### config.mk
export PLATFORM = sky130hd
export DESIGN_NAME = top_k_score_list
export DESIGN_NICKNAME = d
export VERILOG_FILES = /design/src/rtl/tksl_pkg.sv /design/src/rtl/tksl_dp.sv /design/src/rtl/tksl_ctrl.sv /design/src/rtl/top_k_score_list.sv
export VERILOG_INCLUDE_DIRS = /design/src /design/src/rtl
export SDC_FILE = /design/constraint.sdc
export NUM_CORES = 2
export LEC_CHECK = 0
export ABC_AREA = 0
export BUFFER_PORTS_ARGS = -buffer_cell sky130_fd_sc_hd__buf_2
export CAP_MARGIN = 20
export CORE_ASPECT_RATIO = 2
export CORE_MARGIN = 1.5
export CORE_UTILIZATION = 30
export CTS_CLUSTER_SIZE = 25
export DETAILED_ROUTE_END_ITERATION = 10
export PLACE_DENSITY = 0.54
export SETUP_SLACK_MARGIN = 0.05
export SLEW_MARGIN = 20
export SYNTH_ARGS = -nofsm -noshare
export SYNTH_HDL_FRONTEND = slang
export SYNTH_SLANG_ARGS = --single-unit
### constraint.sdc
create_clock -name clk -period 34.3 [get_ports clk]
set_clock_uncertainty 0.2 [all_clocks]
set_input_delay 5.145 -clock clk [delete_from_list [all_inputs] [get_ports clk]]
set_output_delay 5.145 -clock clk [all_outputs]
set_load 0.05 [all_outputs]
### src/rtl/top_k_score_list_macros.svh
// Assertion macros used by the datapath RTL file of the top-k score list.
`ifndef TOP_K_SCORE_LIST_MACROS_SVH
`define TOP_K_SCORE_LIST_MACROS_SVH

// Same-cycle implication, checked outside reset.
`define TKSL_ASSERT_NOW(label, clk, rst_n, ante, cons, msg) \
	label: assert property (@(posedge clk) disable iff (!rst_n) (ante) |-> (cons)) \
		else $error(msg);

// Next-cycle implication, checked outside reset.
`define TKSL_ASSERT_NEXT(label, clk, rst_n, ante, cons, msg) \
	label: assert property (@(posedge clk) disable iff (!rst_n) (ante) |=> (cons)) \
		else $error(msg);

`endif

### src/rtl/tksl_pkg.sv
`default_nettype none
package tksl_pkg;

	localparam int MAX_ENTRIES = 16;
	localparam int IDX_W = $clog2(MAX_ENTRIES);
	localparam int FILL_W = $clog2(MAX_ENTRIES + 1);
	localparam int LIMIT_W = 5;
	localparam int RANK_W = 4;
	localparam int STATUS_W = 3;
	localparam logic [LIMIT_W-1:0] LIMIT_RESET = 5'd4;

	localparam logic OP_INSERT = 1'b0;
	localparam logic OP_FLUSH = 1'b1;

	localparam logic [STATUS_W-1:0] ST_INSERTED = 3'd0;
	localparam logic [STATUS_W-1:0] ST_REJECTED = 3'd1;
	localparam logic [STATUS_W-1:0] ST_DUPLICATE = 3'd2;
	localparam logic [STATUS_W-1:0] ST_LIST_ENTRY = 3'd3;
	localparam logic [STATUS_W-1:0] ST_EMPTY_LIST = 3'd4;

	typedef struct packed {
		logic operation;
		logic [31:0] cand_tag;
		logic signed [31:0] cand_score;
		logic cand_spliced;
	} cand_item_t;

	typedef struct packed {
		logic [STATUS_W-1:0] status;
		logic [RANK_W-1:0] rank;
		logic [31:0] entry_tag_out;
		logic signed [31:0] entry_score_out;
		logic entry_spliced_out;
		logic [31:0] unspliced_total;
		logic [31:0] spliced_total;
		logic last;
	} res_item_t;

	typedef struct packed {
		logic [31:0] tag;
		logic signed [31:0] score;
		logic spliced;
	} entry_t;

	// Commands from the controller to the datapath.
	typedef struct packed {
		logic cap;
		logic ins;
		logic fl;
	} tksl_cmd_t;

	// Status from the datapath to the controller.
	typedef struct packed {
		logic out_free;
		logic fl_last;
	} tksl_sts_t;

endpackage
`default_nettype wire

### src/rtl/tksl_dp.sv
`default_nettype none
`include "top_k_score_list_macros.svh"
module tksl_dp (
	input wire logic clk,
	input wire logic arst_n,
	input wire tksl_pkg::cand_item_t cand,
	input wire logic cfg_valid,
	input wire logic [tksl_pkg::LIMIT_W-1:0] cfg_data,
	input wire tksl_pkg::tksl_cmd_t cmd,
	output tksl_pkg::tksl_sts_t sts,
	output logic res_valid,
	input wire logic res_stall,
	output tksl_pkg::res_item_t res
);

	tksl_pkg::cand_item_t cand_q;
	tksl_pkg::entry_t slot_q [tksl_pkg::MAX_ENTRIES];
	tksl_pkg::entry_t cand_entry;
	tksl_pkg::res_item_t ins_res;
	tksl_pkg::res_item_t fl_res;
	tksl_pkg::res_item_t res_q;
	logic res_valid_q;
	logic [tksl_pkg::FILL_W-1:0] fill_q;
	logic [tksl_pkg::LIMIT_W-1:0] limit_q;
	logic [tksl_pkg::IDX_W-1:0] frank_q;
	logic [31:0] unspl_q;
	logic [31:0] spl_q;
	logic [31:0] unspl_nxt;
	logic [31:0] spl_nxt;
	logic [tksl_pkg::FILL_W-1:0] lim;
	logic [tksl_pkg::MAX_ENTRIES-1:0] dup;
	logic [tksl_pkg::MAX_ENTRIES-1:0] abv;
	logic found;
	logic is_dup;
	logic [tksl_pkg::IDX_W-1:0] pos;
	logic [tksl_pkg::FILL_W-1:0] fill_inc;
	logic [tksl_pkg::FILL_W-1:0] fill_ins;
	logic can_app;
	logic [tksl_pkg::IDX_W-1:0] app_idx;
	logic do_shift;
	logic do_app;
	logic fl_empty;
	logic out_free;

	assign cand_entry = '{tag: cand_q.cand_tag, score: cand_q.cand_score,
		spliced: cand_q.cand_spliced};

	// A limit of zero behaves as one; a limit above the list size behaves as the list size.
	always_comb begin
		if (limit_q == '0) begin
			lim = tksl_pkg::FILL_W'(1);
		end else if (tksl_pkg::FILL_W'(limit_q) > tksl_pkg::FILL_W'(tksl_pkg::MAX_ENTRIES)) begin
			lim = tksl_pkg::FILL_W'(tksl_pkg::MAX_ENTRIES);
		end else begin
			lim = tksl_pkg::FILL_W'(limit_q);
		end
	end

	// Every live slot is checked for a matching tag and a lower score in parallel.
	always_comb begin
		for (int i = 0; i < tksl_pkg::MAX_ENTRIES; i++) begin
			dup[i] = (tksl_pkg::FILL_W'(i) < fill_q) && (slot_q[i].tag == cand_q.cand_tag);
			abv[i] = (tksl_pkg::FILL_W'(i) < fill_q)
				&& ($signed(cand_q.cand_score) > $signed(slot_q[i].score));
		end
	end

	// The first slot that matches or scores lower decides the outcome.
	always_comb begin
		found = 1'b0;
		pos = '0;
		for (int i = tksl_pkg::MAX_ENTRIES - 1; i >= 0; i--) begin
			if (dup[i] || abv[i]) begin
				found = 1'b1;
				pos = tksl_pkg::IDX_W'(i);
			end
		end
	end

	assign is_dup = found && dup[pos];
	assign fill_inc = fill_q + tksl_pkg::FILL_W'(1);
	assign fill_ins = (fill_inc > lim) ? fill_q : fill_inc;
	assign can_app = fill_q < lim;
	assign app_idx = fill_q[tksl_pkg::IDX_W-1:0];
	assign do_shift = cmd.ins && found && !is_dup;
	assign do_app = cmd.ins && !found && can_app;
	assign fl_empty = (fill_q == '0);

	assign spl_nxt = (cand_q.cand_spliced && (spl_q != '1)) ? spl_q + 32'd1 : spl_q;
	assign unspl_nxt = (!cand_q.cand_spliced && (unspl_q != '1)) ? unspl_q + 32'd1 : unspl_q;

	always_comb begin
		ins_res.entry_tag_out = cand_q.cand_tag;
		ins_res.entry_score_out = cand_q.cand_score;
		ins_res.entry_spliced_out = cand_q.cand_spliced;
		ins_res.unspliced_total = unspl_nxt;
		ins_res.spliced_total = spl_nxt;
		ins_res.last = 1'b1;
		if (is_dup) begin
			ins_res.status = tksl_pkg::ST_DUPLICATE;
			ins_res.rank = tksl_pkg::RANK_W'(pos);
		end else if (found) begin
			ins_res.status = tksl_pkg::ST_INSERTED;
			ins_res.rank = tksl_pkg::RANK_W'(pos);
		end else if (can_app) begin
			ins_res.status = tksl_pkg::ST_INSERTED;
			ins_res.rank = tksl_pkg::RANK_W'(app_idx);
		end else begin
			ins_res.status = tksl_pkg::ST_REJECTED;
			ins_res.rank = '0;
		end
	end

	// A non-empty flush reports the head slot, since the list moves up one place per result.
	always_comb begin
		fl_res.unspliced_total = unspl_q;
		fl_res.spliced_total = spl_q;
		if (fl_empty) begin
			fl_res.status = tksl_pkg::ST_EMPTY_LIST;
			fl_res.rank = '0;
			fl_res.entry_tag_out = '0;
			fl_res.entry_score_out = '0;
			fl_res.entry_spliced_out = 1'b0;
			fl_res.last = 1'b1;
		end else begin
			fl_res.status = tksl_pkg::ST_LIST_ENTRY;
			fl_res.rank = tksl_pkg::RANK_W'(frank_q);
			fl_res.entry_tag_out = slot_q[0].tag;
			fl_res.entry_score_out = slot_q[0].score;
			fl_res.entry_spliced_out = slot_q[0].spliced;
			fl_res.last = sts.fl_last;
		end
	end

	assign out_free = !res_valid_q || !res_stall;
	assign sts.out_free = out_free;
	assign sts.fl_last = fl_empty
		|| ((tksl_pkg::FILL_W'(frank_q) + tksl_pkg::FILL_W'(1)) == fill_q);

	always_ff @(posedge clk) begin
		if (cmd.cap) begin
			cand_q <= cand;
		end
	end

	for (genvar g = 0; g < tksl_pkg::MAX_ENTRIES; g++) begin : g_slot
		always_ff @(posedge clk) begin
			if (do_shift && (pos == tksl_pkg::IDX_W'(g))) begin
				slot_q[g] <= cand_entry;
			end else if (do_app && (app_idx == tksl_pkg::IDX_W'(g))) begin
				slot_q[g] <= cand_entry;
			end else if (g > 0 && do_shift && (pos < tksl_pkg::IDX_W'(g))) begin
				slot_q[g] <= slot_q[(g > 0) ? g - 1 : 0];
			end else if (g < tksl_pkg::MAX_ENTRIES - 1 && cmd.fl && !fl_empty) begin
				slot_q[g] <= slot_q[(g < tksl_pkg::MAX_ENTRIES - 1) ? g + 1 : g];
			end
		end
	end

	always_ff @(posedge clk or negedge arst_n) begin
		if (!arst_n) begin
			fill_q <= '0;
			unspl_q <= '0;
			spl_q <= '0;
			frank_q <= '0;
			limit_q <= tksl_pkg::LIMIT_RESET;
		end else begin
			if (cfg_valid) begin
				limit_q <= cfg_data;
			end
			if (cmd.ins) begin
				unspl_q <= unspl_nxt;
				spl_q <= spl_nxt;
				if (do_shift) begin
					fill_q <= fill_ins;
				end else if (do_app) begin
					fill_q <= fill_inc;
				end
			end else if (cmd.fl && !fl_empty) begin
				if (sts.fl_last) begin
					fill_q <= '0;
					unspl_q <= '0;
					spl_q <= '0;
					frank_q <= '0;
				end else begin
					frank_q <= frank_q + tksl_pkg::IDX_W'(1);
				end
			end
		end
	end

	always_ff @(posedge clk or negedge arst_n) begin
		if (!arst_n) begin
			res_valid_q <= 1'b0;
		end else if (cmd.ins || cmd.fl) begin
			res_valid_q <= 1'b1;
		end else if (!res_stall) begin
			res_valid_q <= 1'b0;
		end
	end

	always_ff @(posedge clk) begin
		if (cmd.ins) begin
			res_q <= ins_res;
		end else if (cmd.fl) begin
			res_q <= fl_res;
		end
	end

	assign res_valid = res_valid_q;
	assign res = res_q;

	`TKSL_ASSERT_NOW(a_fill_bound, clk, arst_n, 1'b1,
		fill_q <= tksl_pkg::FILL_W'(tksl_pkg::MAX_ENTRIES), "list fill exceeds list size")
	`TKSL_ASSERT_NOW(a_load_free, clk, arst_n, cmd.ins || cmd.fl, out_free,
		"result loaded over one not yet taken")
	`TKSL_ASSERT_NEXT(a_flush_clears, clk, arst_n, cmd.fl && !fl_empty && sts.fl_last,
		fill_q == '0 && unspl_q == '0 && spl_q == '0, "final flush result left state behind")

endmodule
`default_nettype wire

### src/rtl/tksl_ctrl.sv
`default_nettype none
module tksl_ctrl (
	input wire logic clk,
	input wire logic arst_n,
	input wire logic cand_valid,
	input wire logic cand_op,
	output logic cand_stall,
	input wire tksl_pkg::tksl_sts_t sts,
	output tksl_pkg::tksl_cmd_t cmd
);

	localparam logic [1:0] S_IDLE = 2'd0;
	localparam logic [1:0] S_INSERT = 2'd1;
	localparam logic [1:0] S_FLUSH = 2'd2;

	logic [1:0] state_q;
	logic [1:0] state_nxt;

	assign cand_stall = (state_q != S_IDLE);

	always_comb begin
		cmd = '0;
		state_nxt = state_q;
		case (state_q)
			S_IDLE: begin
				if (cand_valid) begin
					cmd.cap = 1'b1;
					state_nxt = (cand_op == tksl_pkg::OP_FLUSH) ? S_FLUSH : S_INSERT;
				end
			end
			S_INSERT: begin
				if (sts.out_free) begin
					cmd.ins = 1'b1;
					state_nxt = S_IDLE;
				end
			end
			S_FLUSH: begin
				if (sts.out_free) begin
					cmd.fl = 1'b1;
					if (sts.fl_last) begin
						state_nxt = S_IDLE;
					end
				end
			end
			default: begin
				state_nxt = S_IDLE;
			end
		endcase
	end

	always_ff @(posedge clk or negedge arst_n) begin
		if (!arst_n) begin
			state_q <= S_IDLE;
		end else begin
			state_q <= state_nxt;
		end
	end

endmodule
`default_nettype wire

### src/rtl/top_k_score_list.sv
// Top-k score list: keeps the best candidates seen so far, best first.
// Input channel (cand_valid, cand_stall, cand) carries one transaction per
// candidate: an insert, or a flush that reports and clears the whole list.
// Output channel (res_valid, res_stall, res) returns one transaction per
// insert, and one per list entry for a flush (a single one if the list is
// empty); the final result of each input has last set.
// An insert is captured on acceptance, then evaluated against all slots in
// parallel in the insert state once the output register is free; its result
// is registered then and the block returns to idle to accept the next input.
// A flush is accepted, then reports one entry per cycle while the output
// register is free, the rate being set by that single output register.
// A waiting result does not block acceptance of the next input; when the
// receiver holds res_stall, the evaluation waits until the output register
// is taken, and the input side stalls meanwhile.
// The user writes the list limit via cfg_valid and cfg_data only while the
// block is idle (not enforced); cfg_ready is always high. Reset clears both
// counters, sets the limit to four and empties the list but not its slots.
`default_nettype none
module top_k_score_list (
	input wire logic clk,
	input wire logic arst_n,
	input wire logic cand_valid,
	output logic cand_stall,
	input wire tksl_pkg::cand_item_t cand,
	output logic res_valid,
	input wire logic res_stall,
	output tksl_pkg::res_item_t res,
	input wire logic cfg_valid,
	output logic cfg_ready,
	input wire logic [tksl_pkg::LIMIT_W-1:0] cfg_data
);

	tksl_pkg::tksl_cmd_t cmd;
	tksl_pkg::tksl_sts_t sts;

	// The limit register can take a write in any cycle.
	assign cfg_ready = 1'b1;

	tksl_ctrl u_ctrl (
		.clk(clk),
		.arst_n(arst_n),
		.cand_valid(cand_valid),
		.cand_op(cand.operation),
		.cand_stall(cand_stall),
		.sts(sts),
		.cmd(cmd)
	);

	tksl_dp u_dp (
		.clk(clk),
		.arst_n(arst_n),
		.cand(cand),
		.cfg_valid(cfg_valid),
		.cfg_data(cfg_data),
		.cmd(cmd),
		.sts(sts),
		.res_valid(res_valid),
		.res_stall(res_stall),
		.res(res)
	);

endmodule
`default_nettype wire

-- Yosys cells after proc, flatten, opt, wreduce, memory -nomap -nowiden
Memory sizes are Yosys's and may differ from the RTL's.
Cells that the tools add are included.
- register bits: 283
- bits in writable memories: 1040
- word-level logic and storage cells: 620
- memories kept: 1
- add/sub/neg operators: 5
- magnitude comparators: 51
- eq/ne operators: 58
- muxes and demuxes: 315
- bitwise gates (word level): 47
- reductions and logical operators: 125
- memories (memory ; depth ; width ; read ports ; clocked after memory_dff ; write ports ; RTL line ; RTL):
    u_dp.slot_q ; 16 ; 65 ; 16 ; 0 ; 16 ; tksl_dp.sv:17 ; tksl_pkg::entry_t slot_q [tksl_pkg::MAX_ENTRIES];
- operators with widths (kind ; count):
    2-to-1 mux 65 bit ; 46
    equality test 32 bit ; 16
    > comparator 32 bit ; 16
    2-to-1 mux 137 bit ; 2
    2-to-1 mux 1 bit ; 225
    2-to-1 mux 32 bit ; 6
    logical AND 1 bit ; 87
    2-to-1 mux 72 bit ; 1
    2-to-1 mux 4 bit ; 17
    adder 32 x 1 -> 32 bit (second input constant) ; 2
    equality test 4 bit (second input constant) ; 16
    != test 32 bit (second input constant) ; 2
    bitwise OR 1 bit ; 46
    2-to-1 mux 5 bit ; 9
    less-than comparator 4 x 5 -> 1 bit (first input constant) ; 8
    equality test 4 x 3 -> 1 bit (second input constant) ; 8
    less-than comparator 4 bit (second input constant) ; 8
    less-than comparator 3 x 5 -> 1 bit (first input constant) ; 4
    logical OR 1 bit ; 19
    equality test 4 x 2 -> 1 bit (second input constant) ; 4
    less-than comparator 4 x 3 -> 1 bit (second input constant) ; 4
    2-to-1 mux 7 bit ; 2
    logical NOT 5 bit ; 2
    less-than comparator 1 x 5 -> 1 bit (first input constant) ; 2
    other kinds (27) ; 49

-- Depth between registers and ports, before layout
An unclocked memory read counts as a cell.
- word-level depth: 32
- gate-level depth with buffers: 21

-- Hierarchy
From an unflattened synthesis, not the netlist that was laid out.
- cells, all modules: 8072
- area total of the unflattened synthesis: 84659.9 um2
- by module, submodules not included (module ; times used ; cells each ; area each (um2) ; seq. area each (um2)):
    tksl_dp ; 1 ; 8058 ; 84531.1 ; 39263.9
    tksl_ctrl ; 1 ; 12 ; 117.6 ; 50.0
    top_k_score_list ; 1 ; 2 ; 11.3 ; 0.0

-- Least setup slack after synthesis
Ideal clock, no wire load.
- path kind: input to register
- start point: input port res_stall
- end point: memory u_dp.slot_q[5][0] in the netlist's numbering, enable pin
- arrival time: 13.779 ns
- data required time: 33.389 ns
- path slack: 19.610 ns
- stages on the path: 9
- buffers on the path: 1
- path through: nand2_1 nand3b_1 nor2_1 nand2_1 or2_1 buf_2 o21ai_2 nand3_1 o311ai_0
- RTL lines (what ; RTL line ; RTL):
    from (decl) ; top_k_score_list.sv:26 ; input wire logic res_stall,
    to (decl) ; tksl_dp.sv:17 ;

==> impl_metrics.yaml <==
status:
  status: "finished clean"
worst_setup_path:
  critPathMaxFanout: 100
  reg2reg_slack_ps: 24550
  endpoint_kind: "register"
  crit_type: "input port to register"
  required_ps: 34670
  crit_end: "u_dp.slot_q[4][110]"
  reg2reg_depth: 18
  regToRegEndpoint: "u_dp.slot_q[2][41]"
  critPathArrivalTime_ps: 10780
  reg2reg_from: "u_dp.cand_entry[1]"
  crit_start: "res_stall"
  start_kind: "input port"
final_layout:
  drive_gt1_share_pct: 9.29
  nets: 9117
  layout.cells.most_common: "nand2_1"
  final_cell_mix: "nand2_1, edfxtp_1, o21ai_0"
  fin_area_um2: 94400
  syn2layout_area_growth_pct: 12.0
placed_design:
  port_buffers: 214
  hpwl_um: 250000
  gp_congestion: 0.948
  placed_cell_area_um2: 89500
sta:
  tightestPinTransition_ps: 1290
  final_max_slew_viol_count: 0
  rsz0062_at_grt: "no"
  max_freq_mhz: 96.1
  hold_viol_final: 0
  setup_violations: 0
  finalCriticalPeriod_ps: 10410
  fin_tns_setup_ps: 0
  slew_headroom_pct: 13.1
  fin_crit_sh_pct: 30.3
pwr:
  switchingPower_mw: 4.16
  peakVddDrop_v: 0.0000812
  clock_power_share_pct: 18.7
  sw_frac_of_total_pct: 46.0
  seqPwrFrac_pct: 35.9
  comb_power_share_pct: 45.4
  power_leakage_nw: 36.3
  finalPower_mw: 9.05
  p_int_mw: 4.89
  power.density_nw_per_um2: 95.9
die:
  die_y_um: 753
  start_util_pct: 30.1
  core.rowCount: 275
  die_area_um2: 284000
  core_area_um2: 280000
  die_x_um: 378
  pin_count: 216
global_routing:
  grt_pass1_vias: 66530
  grt_max_degree: 209
  gr-total-overflow: 0
  grt_pass1_wl_um: 488000
  grt.total_usage_pct: 23.4
  grt_antenna_before_repair: 18
detailed_routing:
  antenna_left: 0
  drc: 0
  dr_total_vias: 70891
  firstDrtPassIters: 6
  first_iter_violations: 8531
  wire_per_inst_um: 27.9
  routed_wl_um: 344000
  viasPerCell: 5.73
logic_synthesis:
  syn_area_um2: 84300
  yosysWarnings: 0
  syn_nets: 9134
  syn_area_per_cell_um2: 9.88
  synth_edf_count: 1241
  synth-main-ff-cell: "edfxtp_1"
  netlist_instances: 8529
  async_reset_ff_share_pct: 6.12
  yosysUniqueCellTypes: 90
  synth_seq_cells: 1323
  ys_seq_area_share_pct: 46.7
clock_tree:
  cts_buffers: 158
  htree_levels: 4
  clk_pin_slew_ps: 60
  root_buffer: "clkbuf_16"
  clkLatencyLatePin_ps: 860
  ctsResizeCount: 0
  clock_path_buffers: 4
  cts.sinks: 1323
  cts_hold_buffers: 0
  cts_setup_buffers: 0
  tritoncts: "yes"
worst_hold_path:
  hp-class: "register to register"
run:
  max_cap_viol_count: 0
routing by layer:
layer | vias up | share of wire [%] | global-route usage (%) | routed length [um]
met5 | - | 0.012 | 0 | 41
met4 | 6 | 5.0 | 10.4 | 17300
met3 | 600 | 9.0 | 3.91 | 31000
met2 | 3592 | 44 | 36.0 | 153000
met1 | 35248 | 41 | 32.1 | 143000
li1 | 31445 | - | - | -
cell usage after synthesis (69+ instances only):
cell         n  area share, %
a21o_1     109           0.97
a21oi_1    340            2.0
a221o_1    107            1.3
a22oi_1    164            1.5
buf_2      166           0.99
clkbuf_1   365            1.6
dfrtp_1     80            2.4
edfxtp_1  1241             44
ha_1       529            7.9
inv_1      591            2.6
mux2i_1    295            3.5
nand2_1   1316            5.9
nand3_1    136           0.81
nand4_1    207            1.5
nor2_1     328            1.5
nor3_1     156           0.93
nor4_1     114           0.85
o211ai_1    95           0.85
o21ai_0    705            4.2
o221ai_1    69           0.72
o22ai_1     98           0.73
xnor2_1    255            2.7
xor2_1     271            2.8
critical path, cell delays in order:
cell and delay (ps):
buf_2 140, nand2_1 130, nand2b_1 260, a21oi_4 680, buf_4 850, buf_4 610
buf_4 730, buf_4 770, buf_4 870, o21ai_0 240, o221a_2 180
how the worst min path moves through the flow:
stage | from | end | depth (start not counted)
floorplan | u_ctrl.state_q[1] | u_ctrl.state_q[0] | 1
detailed placement | u_dp.res[0] | u_dp.res[0] | 1
global route | u_dp.res[0] | u_dp.res[0] | 1
CTS | u_dp.res[0] | u_dp.res[0] | 1
finish | u_dp.res[0] | u_dp.res[0] | 1
global placement | u_dp.res[0] | u_dp.res[0] | 1
area by class of cell:
cell class | count | area (um2)
Timing Repair Buffer | 398 | 2470
Multi-Input combinational cell | 6039 | 40800
Sequential cell | 1323 | 39300
Fill cell | 28611 | 185000
Inverter | 592 | 2220
Clock inverter | 67 | 647
Clock buffer | 200 | 4250
Antenna cell | 7 | 17.5
Tap cell | 3739 | 4680
registers in the layout, indices dropped and copies added (netlist names):
register         cells
u_dp.res           137
u_dp.limit_q         5
u_dp.spl_q          32
u_dp.slot_q       1040
u_ctrl.state_q       2
u_dp.frank_q         4
u_dp.fill_q          5
u_dp.unspl_q        32
u_dp.res_valid       1
u_dp.cand_entry     65
metrics by stage:
| step | util, % | setup WS (ps) | std cells | hold slack, ps |
|---|---|---|---|---|
| global placement | 32.0 | 23360 | 12091 | 248 |
| detailed placement | 32.0 | 23250 | 12091 | 254 |
| floorplan | - | 19610 | 8529 | 246 |
| CTS | 33.7 | 24100 | 12358 | 268 |
| finish | 33.7 | 23890 | 12365 | 265 |
| global route | 33.7 | 23660 | 12359 | 298 |
logic make-up after synthesis:
| family | Yosys count | synth area share (%) |
|---|---|---|
| other | 1 | 0.00445 |
| AND/OR/NAND/NOR | 2493 | 13.5 |
| flip-flops | 1323 | 46.7 |
| multiplexers | 338 | 4.08 |
| buffers and inverters | 1167 | 5.49 |
| AO/OA/AOI/OAI | 2152 | 16.9 |
| adder cells (fa/ha/maj) | 529 | 7.85 |
| XOR/XNOR | 526 | 5.47 |
power by group through the flow:
stage | combinational (mW) | sequential (mW) | clock, mW
finish | 4.11 | 3.25 | 1.69
global route | 4.40 | 3.28 | 1.76
CTS | 4.07 | 3.21 | 1.71
detailed placement | 4.06 | 3.24 | 0
global placement | 3.99 | 3.24 | 0
floorplan | 2.40 | 3.33 | 0
Note: power is estimated with default switching activity, not from simulation.
